`src/hdl/hbp_pkg.sv`:
```
// ----------------------------------------------------------------------------
// Huffman table bit packer package
// Widths, defaults and the control and status types of the packing unit.
// ----------------------------------------------------------------------------
`timescale 1ns / 1ps
`default_nettype none

package hbp_pkg;

    localparam int SYMBOL_BYTES_DEF  = 2;
    localparam int MAX_CODE_BITS_DEF = 31;

    localparam int BYTE_W      = 8;
    localparam int LEN_W       = 5;
    localparam int CODE_W      = 31;
    localparam int TABLE_AW    = 16;
    localparam int TABLE_DEPTH = 1 << TABLE_AW;

    // Commands from the sequencer to the packing unit.
    typedef struct packed {
        logic load;   // take a table entry as the current code
        logic step;   // move one packing step forward
        logic clear;  // empty the accumulator after a flush
    } hbp_pack_ctrl_t;

    // What the packing unit shows for the current step.
    typedef struct packed {
        logic              emit;       // this step completes a byte
        logic              sym_done;   // no code bits remain after this step
        logic              last_byte;  // no later step of this code completes a byte
        logic [BYTE_W-1:0] byte_val;   // the completed byte
        logic [BYTE_W-1:0] acc_val;    // the partial byte, for the flush
    } hbp_pack_stat_t;

endpackage

`default_nettype wire

```
`src/hdl/hbp_bit_packer.sv`:
```
// ----------------------------------------------------------------------------
// Huffman bit packing unit
// Left-aligns a code and packs it into bytes, up to one byte of bits per step.
// ----------------------------------------------------------------------------
`timescale 1ns / 1ps
`default_nettype none

module hbp_bit_packer #(
    parameter int MAX_CODE_BITS = hbp_pkg::MAX_CODE_BITS_DEF
) (
    input  logic                        aclk,
    input  logic                        aresetn,
    input  hbp_pkg::hbp_pack_ctrl_t     ctrl,
    input  logic [hbp_pkg::LEN_W-1:0]   entry_len,
    input  logic [MAX_CODE_BITS-1:0]    entry_code,
    output hbp_pkg::hbp_pack_stat_t     stat
);

    import hbp_pkg::*;

    logic [BYTE_W-1:0]        acc_reg,    acc_next;
    logic [2:0]               filled_reg, filled_next;
    logic [LEN_W-1:0]         rem_reg,    rem_next;
    logic [MAX_CODE_BITS-1:0] code_reg,   code_next;

    logic [3:0]               space;
    logic [3:0]               take;
    logic [3:0]               fill_sum;
    logic [BYTE_W-1:0]        top_bits;
    logic [BYTE_W-1:0]        acc_or;
    logic                     full;
    logic [LEN_W-1:0]         rem_after;
    logic [LEN_W-1:0]         align_sh;

    always_comb begin
        space     = 4'd8 - {1'b0, filled_reg};
        // Take what is left of the code or what fits in the byte, whichever is less.
        take      = (rem_reg < {1'b0, space}) ? rem_reg[3:0] : space;
        top_bits  = code_reg[MAX_CODE_BITS-1 -: BYTE_W];
        // Bits below the remaining length are zero, so over-reading is harmless.
        acc_or    = acc_reg | (top_bits >> filled_reg);
        fill_sum  = {1'b0, filled_reg} + take;
        full      = (fill_sum == 4'd8);
        rem_after = rem_reg - {1'b0, take};
        align_sh  = LEN_W'(MAX_CODE_BITS) - entry_len;

        stat.emit      = full;
        stat.sym_done  = (rem_after == '0);
        // After a completed byte the accumulator is empty, so fewer than eight
        // remaining bits can never fill another one.
        stat.last_byte = (rem_after < LEN_W'(BYTE_W));
        stat.byte_val  = acc_or;
        stat.acc_val   = acc_reg;

        acc_next    = acc_reg;
        filled_next = filled_reg;
        rem_next    = rem_reg;
        code_next   = code_reg;

        if (ctrl.load) begin
            rem_next  = entry_len;
            code_next = entry_code << align_sh;
        end else if (ctrl.step) begin
            rem_next  = rem_after;
            code_next = code_reg << take;
            if (full) begin
                acc_next    = '0;
                filled_next = '0;
            end else begin
                acc_next    = acc_or;
                filled_next = fill_sum[2:0];
            end
        end else if (ctrl.clear) begin
            acc_next    = '0;
            filled_next = '0;
        end
    end

    always_ff @(posedge aclk) begin
        if (!aresetn) begin
            acc_reg    <= '0;
            filled_reg <= '0;
            rem_reg    <= '0;
        end else begin
            acc_reg    <= acc_next;
            filled_reg <= filled_next;
            rem_reg    <= rem_next;
        end
    end

    always_ff @(posedge aclk) begin
        code_reg <= code_next;
    end

endmodule

`default_nettype wire

```
`config.mk`:
```
export PLATFORM = sky130hd
export DESIGN_NAME = hbp_bit_packer
export DESIGN_NICKNAME = d
export VERILOG_FILES = /design/src/hdl/hbp_pkg.sv /design/src/hdl/hbp_bit_packer.sv
export SDC_FILE = /design/constraint.sdc
export NUM_CORES = 1
export LEC_CHECK = 0
export ABC_CLOCK_PERIOD_IN_PS = 5250
export BUFFER_PORTS_ARGS = -buffer_cell sky130_fd_sc_hd__clkbuf_2
export CAP_MARGIN = 0
export CORE_MARGIN = 2
export CORE_UTILIZATION = 62
export CTS_BUF_LIST = sky130_fd_sc_hd__clkbuf_4
export DETAILED_ROUTE_END_ITERATION = 16
export PLACE_DENSITY = 0.91
export SETUP_SLACK_MARGIN = 0.3
export SLEW_MARGIN = 10
export SYNTH_ARGS = -nofsm -noshare
export SYNTH_HDL_FRONTEND = slang
export SYNTH_SLANG_ARGS = --single-unit
```
`constraint.sdc`:
```
create_clock -name aclk -period 5.25 [get_ports aclk]
set_clock_uncertainty 0.05 [all_clocks]
set_input_delay 0.7875 -clock aclk [delete_from_list [all_inputs] [get_ports aclk]]
set_output_delay 0.7875 -clock aclk [all_outputs]
set_load 0.05 [all_outputs]
```
==> flow_results.org <==
** Worst setup path
- Nature of the critical path startpoint :: register
- CP Data Required Time :: 4.41 ns
- Critical path data arrival time :: 3.98 ns
- The critical path starts at filled_reg[0]$_SDFFE_PN0P_.
- Along the worst path, the maximum fanout reaches 11.
- Setup CP Type :: register to primary output
- CP Capture Type :: primary output
- Reg-to-Reg Start :: filled_reg[0]$_SDFFE_PN0P_

** Layout
- Area added between synthesis and finish :: 9.55%
- Of the cells placed in the final design, the portion with a size suffix greater than 1 is 0.220.
- Max FFs per register :: 31
- Net count of the finished layout :: 719
- 0 antenna diodes ended up in the layout.
- Final cell utilization of the core :: 0.692

** Floorplanning
- In this run the vertical extent of the chip is 97.8 um.
- The die covers 9560 um2.
- FP Rows :: 34
- Ports placed on the boundary :: 60
- The floorplan step set the die width to 97.8 um.
- Starting density of the core :: 0.631
- After floorplanning, the core was sized to cover 8640 um2.

** Global routing
- For this run the aggregate overflow at the end of global routing stands at 0.
- First-pass GRT wire length :: 26400 um
- Maximum number of pins on one net before global-route repair :: 39
- Initial antenna violation count :: 0
- Total global routing track utilization :: 0.337
- Via count of the first global-routing pass :: 5193

** Route
- Number of DRC violations after detailed routing :: 0
- The count of nets left with antenna violations once routing finished came out at 0.
- In the routed layout, each cell is associated on average with a via count of 7.17.
- Before antenna repair, the detailed router went through 6 iterations.
- Number of design-rule violations left by the first detailed-router iteration :: 622
- Detailed-route wire length per cell :: 21.0 um
- Wirelength, routed :: 16300 um
- The final route contains 5561 vias.

** Timing
- In the post-route analysis, the smallest setup slack over all paths is 0.429 ns.
- Adding up every negative setup slack in the final design gives 0 ns.
- Fin. Hold Viols :: 0
- Worst rel slew slack :: 0.245
- The number of pins exceeding their max-slew limit in the final report is 0.
- Setup repair after global routing missed its margin :: yes
- On the final layout, the worst hold slack is 0.470 ns.
- Setup violations remaining at the end of the flow were counted as 0.
- Achievable frequency :: 207 MHz
- In the finished design, the share of the clock period the worst path needs comes to 0.918.
- For the pin with the worst max-slew slack, the measured transition is 1.13 ns.
- For the finished layout, the period the worst path requires is 4.82 ns.

** Logic synthesis
- Syn Inst Count :: 643
- Of the synthesized area, sequential elements account for 0.230.
- mux2i_1 takes more of the synthesized area than any other cell.
- By area the synthesized netlist is led by mux2i_1, edfxtp_1, mux4_2.
- The share of synthesized area in the top cell type comes to 0.187.
- Yosys reg bits :: 47
- After synthesis, the share of flip-flops with an asynchronous set or reset is 0.
- Post-synth top flop :: edfxtp_1
- Synthesized netlist net count :: 695
- Count of synthesis-stage warnings from yosys :: 0
- Number of synthesized flops with an enable pin :: 31
- In this run, distinct cell masters in the synthesized netlist total 61.
- A synthesized cell averages 8.48 um2.
- Summing every instance area after synthesis gives 5450 um2.

** CTS
- The tree is rooted in a clkbuf_4.
- Clock-pin slew was measured on the worst setup and hold paths at 0.15 ns.
- Clock latency on the worst-skew pair :: 0.39 ns
- Counting every sink on the clock net gives 47.
- Inserted Clock Buffers :: 5
- The number of hold buffers added after CTS was 0.
- TritonCTS built the clock tree.
- Number of H-tree branching levels :: 2
- The longest clock path from root to sink contains 2 buffers.

** Pwr
- The worst-case IR drop observed on VDD is 0.316 mV.
- Power per cell area :: 639 nW/um2
- Design Power :: 3.82 mW
- Reported leakage power :: 2.44 nW

** Status
- Run status :: finished clean

** Place
- Summed over all nets, the half-perimeter wirelength after detailed placement is 12300 um.
- Routability-driven placement finished with a final weighted congestion of 1.03.
- Prior to clock tree synthesis, the placed netlist has a worst setup slack of 0.671 ns.
- Port buffer count :: 59

** Hold path
- The tightest min-delay check is of the register to register type.
- Hold wc startpoint :: acc_reg[1]$_SDFFE_PN0P_

** Job
- Max-cap violations :: 0
worst paths after layout:
path                                           endpoint  slack [ns]  cells after the start
worst min-delay path            acc_reg[1]$_SDFFE_PN0P_        0.47                      1
worst max-delay path                           stat[18]        0.43                     14
worst max register to register   code_reg[10]$_DFFE_PP_        1.03                     13
worst min register to register  acc_reg[1]$_SDFFE_PN0P_        0.47                      1
worst max-delay path, stage by stage, from the launching register on:
cell and delay (ns):
dfxtp_4 0.45, inv_2 0.09, ha_4 0.29, inv_2 0.06
ha_4 0.28, a211oi_2 0.10, or4_1 0.74, nand2_4 0.22
inv_2 0.08, ha_1 0.29, a21o_1 0.16, a21oi_1 0.16
xnor2_1 0.11, nor4_1 0.26, buf_2 0.32
logic make-up after synthesis:
kind of cell             synth area share
buffers and inverters              0.0555
multiplexers                        0.297
adder cells (fa/ha/maj)            0.0266
AND/OR/NAND/NOR                     0.140
flip-flops                          0.230
AO/OA/AOI/OAI                       0.238
XOR/XNOR                           0.0126
metal layers:
layer	global-route usage	routed length, um	vias to the layer above	part of all wire
li1	-	-	2511	-
met1	0.446	6360	2595	0.39
met2	0.551	7580	371	0.47
met3	0.0422	1420	84	0.087
met4	0.163	922	0	0.057
met5	0	0	-	0
through the flow:
| step | cells | cell area, um2 |
|---|---|---|
| detailed placement | 761 | 5830 |
| CTS | 769 | 5900 |
| global placement | 761 | 5830 |
| floorplan | 643 | 5590 |
| finish | 776 | 5970 |
| global route | 776 | 5970 |
timing repair:
action,in CTS,in global routing
resized for setup,3,5
buffers inserted,0,7
endpoints found under the setup margin,2,2
pin swaps,0,2
layout by cell type, fill, tap and decap left out, types with 5 or more instances in the layout:
master / count
inv_2: 6
nand2_1: 95
edfxtp_1: 31
o22ai_1: 5
mux2i_1: 101
a21oi_1: 26
a211oi_1: 14
o221ai_1: 6
a22oi_1: 12
o211ai_1: 22
ha_1: 6
nand3_1: 11
a21o_1: 7
clkbuf_4: 6
nor2b_1: 7
a32o_1: 7
mux2_2: 18
clkbuf_2: 56
mux4_2: 17
buf_4: 14
inv_1: 13
nor3_1: 5
dfxtp_1: 13
nor2_1: 37
a221oi_1: 10
o21ai_0: 45
area by class of cell:
cell class | instances | area [um2]
clock buffer | 6 | 45.0
clock inverter | 2 | 12.5
timing repair buffer | 73 | 430
sequential | 47 | 1260
inverter | 18 | 67.6
fill | 680 | 2660
multi-input combinational | 522 | 4020
tap | 108 | 135
where the power goes:
group	switching [mW]	total (mW)	leakage, nW	internal [mW]
combinational	1.81	2.91	1.94	1.09
clock	0.135	0.194	0.0364	0.0588
sequential	0.151	0.719	0.465	0.568
total	2.10	3.82	2.44	1.72
synth_stat cells (5+ instances only):
cell type / count
nor3_1: 7
buf_1: 14
a21oi_1: 26
clkbuf_1: 33
mux2i_1: 102
nor2b_1: 7
a211oi_1: 15
a21o_1: 7
ha_1: 10
a22oi_1: 12
inv_1: 17
dfxtp_1: 16
buf_2: 5
nand3_1: 11
nand2_1: 95
a221oi_1: 10
a32o_1: 7
mux4_2: 17
nor2_1: 37
o221ai_1: 6
o21ai_0: 47
o22ai_1: 5
edfxtp_1: 31
o211ai_1: 22
mux2_2: 18
Note: power is estimated with default switching activity, not from simulation.
